### src/rtl/core/kptmm_pkg.sv
`default_nettype none

package kptmm_pkg;

    localparam int DATA_W = 32;

    typedef struct packed {
        logic load;
        logic step;
        logic commit;
    } kptmm_cmd_t;

    typedef struct packed {
        logic at_count;
        logic out_free;
    } kptmm_status_t;

endpackage

`default_nettype wire

### src/rtl/core/kptmm_ram.sv
`default_nettype none

module kptmm_ram #(
    parameter int WIDTH = 64,
    parameter int DEPTH = 64
) (
    input  wire logic                     clk,
    input  wire logic                     we,
    input  wire logic [$clog2(DEPTH)-1:0] waddr,
    input  wire logic [WIDTH-1:0]         wdata,
    input  wire logic [$clog2(DEPTH)-1:0] raddr,
    output logic      [WIDTH-1:0]         rdata
);

    logic [WIDTH-1:0] mem [DEPTH];

    always_ff @(posedge clk)
    begin
        if (we)
        begin
            mem[waddr] <= wdata;
        end
        rdata <= mem[raddr];
    end

endmodule

`default_nettype wire

### src/rtl/core/kptmm_ctrl.sv
`default_nettype none

module kptmm_ctrl
    import kptmm_pkg::*;
(
    input  wire logic          clk,
    input  wire logic          rst_n,
    input  wire logic          in_valid,
    output logic               in_ready,
    input  wire kptmm_status_t status,
    output kptmm_cmd_t         cmd
);

    typedef enum logic [1:0] {
        ST_IDLE,
        ST_SCAN,
        ST_COMMIT
    } state_t;

    state_t state_reg;
    state_t state_next;
    logic   in_ready_reg;
    logic   in_ready_next;

    always_comb
    begin
        state_next    = state_reg;
        in_ready_next = in_ready_reg;
        cmd           = '0;
        unique case (state_reg)
            ST_IDLE:
            begin
                if (in_valid && in_ready_reg)
                begin
                    cmd.load      = 1'b1;
                    state_next    = ST_SCAN;
                    in_ready_next = 1'b0;
                end
            end
            ST_SCAN:
            begin
                if (status.at_count)
                begin
                    state_next = ST_COMMIT;
                end
                else
                begin
                    cmd.step = 1'b1;
                end
            end
            ST_COMMIT:
            begin
                if (status.out_free)
                begin
                    cmd.commit    = 1'b1;
                    state_next    = ST_IDLE;
                    in_ready_next = 1'b1;
                end
            end
            default:
            begin
                state_next    = ST_IDLE;
                in_ready_next = 1'b1;
            end
        endcase
    end

    always_ff @(posedge clk or negedge rst_n)
    begin
        if (!rst_n)
        begin
            state_reg    <= ST_IDLE;
            in_ready_reg <= 1'b1;
        end
        else
        begin
            state_reg    <= state_next;
            in_ready_reg <= in_ready_next;
        end
    end

    assign in_ready = in_ready_reg;

endmodule

`default_nettype wire

### src/rtl/core/kptmm_datapath.sv
`default_nettype none

module kptmm_datapath
    import kptmm_pkg::*;
#(
    parameter int ENTRIES = 64
) (
    input  wire logic              clk,
    input  wire logic              rst_n,
    input  wire kptmm_cmd_t        cmd,
    output kptmm_status_t          status,
    input  wire logic [DATA_W-1:0] timestamp,
    input  wire logic [DATA_W-1:0] price,
    output logic                   out_valid,
    input  wire logic              out_ready,
    output logic      [DATA_W-1:0] current_price,
    output logic      [DATA_W-1:0] max_price,
    output logic      [DATA_W-1:0] min_price,
    output logic                   table_full
);

    localparam int AW = $clog2(ENTRIES);
    localparam int CW = $clog2(ENTRIES + 1);
    localparam logic [CW-1:0] FULL_COUNT = CW'(ENTRIES);

    logic [DATA_W-1:0] ts_reg, ts_next;
    logic [DATA_W-1:0] pr_reg, pr_next;
    logic [DATA_W-1:0] latest_reg, latest_next;
    logic [CW-1:0]     count_reg, count_next;
    logic [CW-1:0]     idx_reg, idx_next;
    logic              rd_valid_reg, rd_valid_next;
    logic [AW-1:0]     rd_tag_reg, rd_tag_next;
    logic              hit_reg, hit_next;
    logic [AW-1:0]     hit_idx_reg, hit_idx_next;
    logic [DATA_W-1:0] cur_reg, cur_next;
    logic [DATA_W-1:0] hi_reg, hi_next;
    logic [DATA_W-1:0] lo_reg, lo_next;
    logic              out_valid_reg, out_valid_next;
    logic [DATA_W-1:0] out_cur_reg, out_cur_next;
    logic [DATA_W-1:0] out_hi_reg, out_hi_next;
    logic [DATA_W-1:0] out_lo_reg, out_lo_next;
    logic              out_full_reg, out_full_next;

    logic [2*DATA_W-1:0] rd_data;
    logic [DATA_W-1:0]   rd_key;
    logic [DATA_W-1:0]   rd_price;
    logic                accepted;
    logic                ram_we;
    logic [AW-1:0]       ram_waddr;

    kptmm_ram #(
        .WIDTH(2 * DATA_W),
        .DEPTH(ENTRIES)
    ) u_store (
        .clk  (clk),
        .we   (ram_we),
        .waddr(ram_waddr),
        .wdata({ts_reg, pr_reg}),
        .raddr(idx_reg[AW-1:0]),
        .rdata(rd_data)
    );

    assign rd_key   = rd_data[2*DATA_W-1:DATA_W];
    assign rd_price = rd_data[DATA_W-1:0];

    // A new key is taken when it already has a slot or a slot is still free.
    assign accepted  = hit_reg || (count_reg != FULL_COUNT);
    assign ram_we    = cmd.commit && accepted;
    assign ram_waddr = hit_reg ? hit_idx_reg : count_reg[AW-1:0];

    always_comb
    begin
        ts_next        = ts_reg;
        pr_next        = pr_reg;
        latest_next    = latest_reg;
        count_next     = count_reg;
        idx_next       = idx_reg;
        rd_valid_next  = cmd.step;
        rd_tag_next    = idx_reg[AW-1:0];
        hit_next       = hit_reg;
        hit_idx_next   = hit_idx_reg;
        cur_next       = cur_reg;
        hi_next        = hi_reg;
        lo_next        = lo_reg;
        out_valid_next = out_valid_reg && !out_ready;
        out_cur_next   = out_cur_reg;
        out_hi_next    = out_hi_reg;
        out_lo_next    = out_lo_reg;
        out_full_next  = out_full_reg;

        if (cmd.load)
        begin
            ts_next  = timestamp;
            pr_next  = price;
            idx_next = '0;
            hit_next = 1'b0;
            cur_next = '0;
            hi_next  = '0;
            lo_next  = '1;
        end

        if (cmd.step)
        begin
            idx_next = idx_reg + CW'(1);
        end

        // The slot that holds the incoming key is left out here, since its
        // price is replaced by the new one at commit.
        if (rd_valid_reg)
        begin
            if (rd_key == ts_reg)
            begin
                hit_next     = 1'b1;
                hit_idx_next = rd_tag_reg;
            end
            else
            begin
                if (rd_key == latest_reg)
                begin
                    cur_next = rd_price;
                end
                if (rd_price > hi_reg)
                begin
                    hi_next = rd_price;
                end
                if (rd_price < lo_reg)
                begin
                    lo_next = rd_price;
                end
            end
        end

        if (cmd.commit)
        begin
            out_valid_next = 1'b1;
            out_full_next  = !accepted;
            out_cur_next   = cur_reg;
            out_hi_next    = hi_reg;
            out_lo_next    = lo_reg;
            if (accepted)
            begin
                if (ts_reg > latest_reg)
                begin
                    latest_next = ts_reg;
                end
                if (ts_reg >= latest_reg)
                begin
                    out_cur_next = pr_reg;
                end
                if (pr_reg > hi_reg)
                begin
                    out_hi_next = pr_reg;
                end
                if (pr_reg < lo_reg)
                begin
                    out_lo_next = pr_reg;
                end
                if (!hit_reg)
                begin
                    count_next = count_reg + CW'(1);
                end
            end
        end
    end

    always_ff @(posedge clk or negedge rst_n)
    begin
        if (!rst_n)
        begin
            latest_reg    <= '0;
            count_reg     <= '0;
            idx_reg       <= '0;
            rd_valid_reg  <= 1'b0;
            out_valid_reg <= 1'b0;
        end
        else
        begin
            latest_reg    <= latest_next;
            count_reg     <= count_next;
            idx_reg       <= idx_next;
            rd_valid_reg  <= rd_valid_next;
            out_valid_reg <= out_valid_next;
        end
    end

    always_ff @(posedge clk)
    begin
        ts_reg      <= ts_next;
        pr_reg      <= pr_next;
        rd_tag_reg  <= rd_tag_next;
        hit_reg     <= hit_next;
        hit_idx_reg <= hit_idx_next;
        cur_reg     <= cur_next;
        hi_reg      <= hi_next;
        lo_reg      <= lo_next;
        out_cur_reg <= out_cur_next;
        out_hi_reg  <= out_hi_next;
        out_lo_reg  <= out_lo_next;
        out_full_reg <= out_full_next;
    end

    assign status.at_count = (idx_reg == count_reg);
    assign status.out_free = !out_valid_reg || out_ready;

    assign out_valid     = out_valid_reg;
    assign current_price = out_cur_reg;
    assign max_price     = out_hi_reg;
    assign min_price     = out_lo_reg;
    assign table_full    = out_full_reg;

`ifndef ASSERT_OFF
    a_count_bound: assert property (@(posedge clk) disable iff (!rst_n)
        count_reg <= FULL_COUNT)
        else $error("fill count exceeds table depth");

    a_read_in_range: assert property (@(posedge clk) disable iff (!rst_n)
        cmd.step |-> idx_reg < count_reg)
        else $error("read issued beyond filled slots");

    a_drop_keeps_count: assert property (@(posedge clk) disable iff (!rst_n)
        cmd.commit && !accepted |=> count_reg == $past(count_reg) && table_full)
        else $error("dropped update changed the table");

    a_commit_when_free: assert property (@(posedge clk) disable iff (!rst_n)
        cmd.commit |-> !out_valid_reg || out_ready)
        else $error("result overwritten before delivery");
`endif

endmodule

`default_nettype wire

### src/rtl/core/keyed_price_table_min_max_core.sv
// Channel   Handshake             Beat fields
// input     in_valid / in_ready   timestamp, price
// output    out_valid / out_ready current_price, max_price, min_price, table_full
//
// An update scans every filled slot, one slot per cycle, through the single
// read port of the slot memory, then commits once the output register is free.
// Reset clears the fill count and the latest timestamp; no memory clearing pass.
// A finished result waits in the output register while the next update is taken.
`default_nettype none

module keyed_price_table_min_max_core
    import kptmm_pkg::*;
#(
    parameter int ENTRIES = 64
) (
    input  wire logic              clk,
    input  wire logic              rst_n,
    input  wire logic              in_valid,
    output logic                   in_ready,
    input  wire logic [DATA_W-1:0] timestamp,
    input  wire logic [DATA_W-1:0] price,
    output logic                   out_valid,
    input  wire logic              out_ready,
    output logic      [DATA_W-1:0] current_price,
    output logic      [DATA_W-1:0] max_price,
    output logic      [DATA_W-1:0] min_price,
    output logic                   table_full
);

    kptmm_cmd_t    cmd;
    kptmm_status_t status;

    kptmm_ctrl u_ctrl (
        .clk     (clk),
        .rst_n   (rst_n),
        .in_valid(in_valid),
        .in_ready(in_ready),
        .status  (status),
        .cmd     (cmd)
    );

    kptmm_datapath #(
        .ENTRIES(ENTRIES)
    ) u_datapath (
        .clk          (clk),
        .rst_n        (rst_n),
        .cmd          (cmd),
        .status       (status),
        .timestamp    (timestamp),
        .price        (price),
        .out_valid    (out_valid),
        .out_ready    (out_ready),
        .current_price(current_price),
        .max_price    (max_price),
        .min_price    (min_price),
        .table_full   (table_full)
    );

endmodule

`default_nettype wire

### config.mk
export PLATFORM = sky130hd
export DESIGN_NAME = keyed_price_table_min_max_core
export DESIGN_NICKNAME = d
export VERILOG_FILES = /design/src/rtl/core/kptmm_pkg.sv /design/src/rtl/core/kptmm_ram.sv /design/src/rtl/core/kptmm_ctrl.sv /design/src/rtl/core/kptmm_datapath.sv /design/src/rtl/core/keyed_price_table_min_max_core.sv
export SDC_FILE = /design/constraint.sdc
export NUM_CORES = 2
export LEC_CHECK = 0
export BUFFER_PORTS_ARGS = -buffer_cell sky130_fd_sc_hd__buf_2
export CORE_MARGIN = 2
export CORE_UTILIZATION = 40
export DETAILED_ROUTE_END_ITERATION = 10
export SETUP_SLACK_MARGIN = 0.15
export SLEW_MARGIN = 20
export SYNTH_ARGS = -nofsm -noshare
export SYNTH_HDL_FRONTEND = slang
export SYNTH_HIERARCHICAL = 1
export SYNTH_SLANG_ARGS = --single-unit
### constraint.sdc
create_clock -name clk -period 13.4 [get_ports clk]
set_input_delay 1.34 -clock clk [delete_from_list [all_inputs] [get_ports clk]]
set_output_delay 1.34 -clock clk [all_outputs]
set_load 0.1 [all_outputs]
## Yosys cells after proc, flatten, opt, wreduce, memory -nomap -nowiden

Memory sizes are Yosys's and may differ from the RTL's. A register that Yosys moved wholly into a read port is not among the register bits.
Index checks and enable logic that the tools add are counted.

- Bits in registers: 321
- Memory bits (writable): 4,096
- Output and inout port bits: 99
- Logic and storage cells: 94
- Memories: 1

- Add/subtract/negate cells: 2
- Order comparisons: 6
- Equal/unequal tests: 9
- Muxes and demuxes: 40
- Bitwise operators: 2
- Reductions and logical operators: 15

Memory list:

| name | words | width | rd ports | clocked after memory_dff | wr ports | line | RTL |
|---|---|---|---|---|---|---|---|
| u_datapath.u_store.mem | 64 | 64 | 1 | 1 | 1 | kptmm_ram.sv:15 | `logic [WIDTH-1:0] mem [DEPTH];` |

Operators by type and width:

| operator | count |
|---|---|
| 32-bit 2-to-1 mux | 18 |
| 32-bit > comparator | 3 |
| 32-bit == test | 2 |
| 32-bit < comparator | 2 |
| 32-bit >= comparator | 1 |
| 7-bit by 1-bit adder with 7-bit output, second input constant | 2 |
| 1-bit 2-to-1 mux | 14 |
| 7-bit 2-to-1 mux | 2 |
| 3-bit AND reduction | 4 |
| 7-bit == test | 1 |
| 7-bit != test, second input constant | 1 |
| 2-bit 2-to-1 mux | 3 |
| 6-bit 2-to-1 mux | 1 |
| 2-bit one-hot mux with 3 select lines | 1 |
| 2-bit != test, second input constant | 2 |
| 1-bit logical AND | 3 |
| 1-bit logical NOT | 3 |
| 1-bit one-hot mux with 3 select lines | 1 |
| 2-bit by 1-bit == test with 1-bit output, second input constant | 1 |
| 2-bit == test, second input constant | 1 |
| 2-bit logical NOT | 1 |
| 1-bit logical OR | 2 |
| 2-bit by 1-bit != test with 1-bit output, second input constant | 1 |
| 1-bit NOT | 2 |
| 2 further kinds | 2 |

## Logic depth before layout (Yosys ltp)

- Word-level depth: 7
- Gate-level depth with buffers: 10
- Gate-level depth less buffers: 9

## Hierarchy

Netlist, hierarchy kept.

Modules (own cells, without submodules):

| module | times used | cells an instance | area an instance (µm²) |
|---|---|---|---|
| kptmm_ram | 1 | 6,598 | 156,348.7 |
| kptmm_datapath | 1 | 1,376 | 16,582.2 |
| kptmm_ctrl | 1 | 16 | 156.4 |

## Least setup slack after synthesis

OpenSTA, ideal clock, no wires.

- Path type: input to register
- From: input port out_ready
- To: memory u_datapath.u_store.mem[49][0], enable pin
- Setup time: 0.564 ns
- Arrival: 10.939 ns
- Required time: 12.836 ns
- Path slack: 1.897 ns
- Cell stages on the path: 6
- Buffers on the path: 0
- Cell sequence: nand2b_1 > nand2_1 > nor2_1 > and2_1 > nand4_1 > nor3_1

RTL lines:

| item | line | RTL |
|---|---|---|
| start: declaration | keyed_price_table_min_max_core.sv:23 | `input wire logic out_ready,` |
| end: declaration | kptmm_ram.sv:15 |  |

==> flow_metrics.tcl <==
set metrics [dict create \
    ys.flop_type "sky130_fd_sc_hd__edfxtp_1" \
    remaining_routing_drc_violations 0 \
    num_vias 87958 \
    net_switching_power_figure_w 0.0122 \
    final_antenna_net_count 0 \
    timing.clock.skew_ns 0.0994 \
    final_core_util_pct 45.7 \
    maxCapViolations 0 \
    top_register "u_datapath/u_store/mem" \
    avgRoutedWirePerCell_um 34.3 \
    worst_setup_path_start_kind "register" \
    dp.final_hpwl_um 297000 \
    transition_time_at_the_pin_with_the_least_slew_margin_ns 1.24 \
    worst_slew_margin_rel_pct 17.2 \
    overflow 0 \
    reg2reg_to "u_datapath/u_store/rdata[4]" \
    grt_start_max_net_pins 131 \
    timing.reg2reg.setup_slack_ns 7.84 \
    cts_tree "done" \
    numPortBuffers 166 \
    leakage_nw 62.3 \
    ir_drop_mv 0.168 \
    drive_above_1_share_pct 27.0 \
    run_status "completed" \
    ys_async_sr_fraction_pct 1.14 \
    netlist_top_cells_area "sky130_fd_sc_hd__edfxtp_1, sky130_fd_sc_hd__mux4_2, sky130_fd_sc_hd__dfxtp_1" \
    yosys.cell_types.count 72 \
    synthCells 7990 \
    mappedNetlistArea_um2 173000 \
    vias_in_the_first_global_route 86325 \
    share_clk_of_total_power_pct 31.6 \
    cts_resized 0 \
    wirelength_um 501000 \
    final_net_count 8722 \
    drt-initial-drc-count 12913 \
    synth_top_area_cell "sky130_fd_sc_hd__edfxtp_1" \
    finalSetupViolations 0 \
    tns_ns 0 \
    postSynthNetCount 8219 \
    num_rows 241 \
    core-area_um2 431000 \
    min_period_over_period_pct 41.5 \
    filler_cell_count 35559 \
    rr_worst_depth 7 \
    cts-buffers-inserted 442 \
    cts.root.buffer_cell "sky130_fd_sc_hd__clkbuf_16" \
    grt_setup_unrepaired "no" \
    synth_enable_flop_cells 4263 \
    postSynthAreaPerCell_um2 21.7 \
    internal-power_w 0.0271 \
    sequentialPowerShare_pct 41.6 \
    cts-hold-fix-buffers 0 \
    cp-end-kind "register" \
    cts_htree_levels 5 \
    timing.critical_path.fanout_max 123 \
    clock.fmax_mhz 180 \
    ys_seq_elements 4481 \
    routabilityCongestion 0.857 \
    critical_path.reg2reg.startpoint "u_datapath/idx_reg[2]" \
    postCtsSetupRepairBufs 0 \
    synth_largest_type_area_fraction_pct 74.0 \
    area_growth_syn_to_layout_pct 13.7 \
    insertion_delay_ns 1.03 \
    multi_input_comb_area_um2 38500 \
    grt_first_pass_wirelength_um 690000 \
    top_regs "u_datapath/u_store/mem (4096), u_datapath/u_store/rdata (64)" \
    arrival_ns 6.30 \
    hp-class "primary input to asynchronous set/reset pin" \
    io_pins 167 \
    layout.cells.most_common "sky130_fd_sc_hd__edfxtp_1" \
    detail_route.vias_per_cell 6.02 \
    initial_utilization_pct 40.2 \
    detailed_place.area_um2 182000 \
    share_of_the_yosys_chip_area_belonging_to_registers_pct 76.6 \
    drtPass1Iterations 6 \
    track_usage_pct 22.5 \
    power_density_nw_per_um2 199 \
    largest_register_ffs 4096 \
    die_width_um 662 \
    grt_antenna_before_repair 54 \
    final-max-slew-violation-count 0 \
    die_h_um 662 \
    power_switching_share_pct 31.0 \
    clkTransAtPathRegs_ns 0.06 \
    mostFrequentLayoutCells "sky130_fd_sc_hd__edfxtp_1, sky130_fd_sc_hd__mux4_2, sky130_fd_sc_hd__clkbuf_16" \
    cts.path.max_buffers 4 \
    die-area_um2 438000 \
    required_time_at_the_worst_slack_endpoint_ns 14.14 \
    crit_type "register to register" \
    layout.area.seq_um2 133000 \
    tritoncts_num_sinks 4481 \
    yosys_warnings 6 \
    pwr-share-comb_pct 26.8 \
    period_needed_ns 5.56 \
    post_layout_inst_area_um2 197000 \
    timing_hold_violations_final 0 \
]
[cell type report]
class | instances | share of cell area, %
sequential | 4481 | 67.4
multi-input combinational | 2942 | 19.5
clock buffer | 572 | 6.04
tap | 5710 | 3.63
timing repair buffer | 470 | 1.73
clock inverter | 255 | 1.34
inverter | 156 | 0.298
antenna | 18 | 0.0229
[power by group through the flow]
stage	combinational, W	sequential [W]	clock (W)
finish	0.0105	0.0163	0.0124
global route	0.0111	0.0163	0.0131
CTS	0.0105	0.0163	0.0126
detailed placement	0.0104	0.0166	0
global placement	0.0104	0.0166	0
floorplan	0.00694	0.0164	0
[synth_stat cells (28+ instances only)]
library cell / instances
sky130_fd_sc_hd__a22oi_1: 169
sky130_fd_sc_hd__and3_1: 67
sky130_fd_sc_hd__nand3_1: 67
sky130_fd_sc_hd__buf_4: 43
sky130_fd_sc_hd__mux2i_1: 199
sky130_fd_sc_hd__o22ai_1: 83
sky130_fd_sc_hd__mux4_2: 1024
sky130_fd_sc_hd__o21ai_0: 53
sky130_fd_sc_hd__nand2b_1: 47
sky130_fd_sc_hd__nand2_1: 100
sky130_fd_sc_hd__edfxtp_1: 4263
sky130_fd_sc_hd__nor2b_1: 37
sky130_fd_sc_hd__mux2_2: 100
sky130_fd_sc_hd__ha_1: 161
sky130_fd_sc_hd__dfxtp_1: 167
sky130_fd_sc_hd__dfrtp_1: 50
sky130_fd_sc_hd__a22o_1: 88
sky130_fd_sc_hd__inv_1: 154
sky130_fd_sc_hd__or3_1: 29
sky130_fd_sc_hd__nor2_1: 164
sky130_fd_sc_hd__clkbuf_1: 159
sky130_fd_sc_hd__or2_2: 28
sky130_fd_sc_hd__o221ai_1: 38
sky130_fd_sc_hd__mux2_4: 31
sky130_fd_sc_hd__xor2_1: 69
sky130_fd_sc_hd__a21oi_1: 61
sky130_fd_sc_hd__buf_2: 174
sky130_fd_sc_hd__a211oi_1: 70
sky130_fd_sc_hd__nand4_1: 40
sky130_fd_sc_hd__nand3b_1: 34
[layer usage]
layer / part of all wire, % / global-route usage (%) / wire, µm
met5: 0.0082 / 0 / 41
met1: 40 / 32.8 / 203000
met2: 45 / 34.6 / 228000
met4: 2.8 / 5.98 / 14300
met3: 11 / 4.72 / 56300
[logic make-up after synthesis]
| family | share of synthesized area (%) |
|---|---|
| fa+ha+maj | 1.16 |
| compound gates | 2.86 |
| mux | 15.4 |
| buf+inv | 1.53 |
| simple gates | 2.01 |
| xor+xnor | 0.390 |
| flops | 76.6 |
[critical path, cell delays in order, from the launching register on]
cell and delay (ns):
sky130_fd_sc_hd__dfrtp_4 0.71, sky130_fd_sc_hd__buf_4 0.73, sky130_fd_sc_hd__buf_4 0.92, sky130_fd_sc_hd__buf_12 0.67, sky130_fd_sc_hd__mux4_2 0.41, sky130_fd_sc_hd__or3_1 0.32
sky130_fd_sc_hd__a41oi_1 0.84, sky130_fd_sc_hd__a211oi_1 0.29
[how the worst max path moves through the flow]
stage	startpoint	to	slack, ns	depth (start not counted)
2_1_floorplan	out_ready	u_datapath/u_store/mem[49][0]	1.90	6
3_3_place_gp	out_ready	u_datapath/u_store/mem[56][40]	7.50	9
3_5_place_dp	out_ready	u_datapath/u_store/mem[56][40]	7.55	9
4_1_cts	u_datapath/idx_reg[0]	u_datapath/u_store/rdata[4]	7.71	8
5_1_grt	u_datapath/idx_reg[0]	u_datapath/u_store/rdata[4]	7.58	8
6_report	u_datapath/idx_reg[2]	u_datapath/u_store/rdata[4]	7.84	7
[stage by stage]
stage / power, W / worst slack [ns] / hold slack (ns) / cells
floorplan: 0.0233 / 1.90 / 0.386 / 7990
global placement: 0.0270 / 7.50 / 0.386 / 13750
detailed placement: 0.0270 / 7.55 / 0.391 / 13755
CTS: 0.0394 / 7.71 / 0.156 / 14582
global route: 0.0405 / 7.58 / 0.201 / 14587
finish: 0.0392 / 7.84 / 0.219 / 14604
No activity file was read; power rests on OpenSTA's default activity.
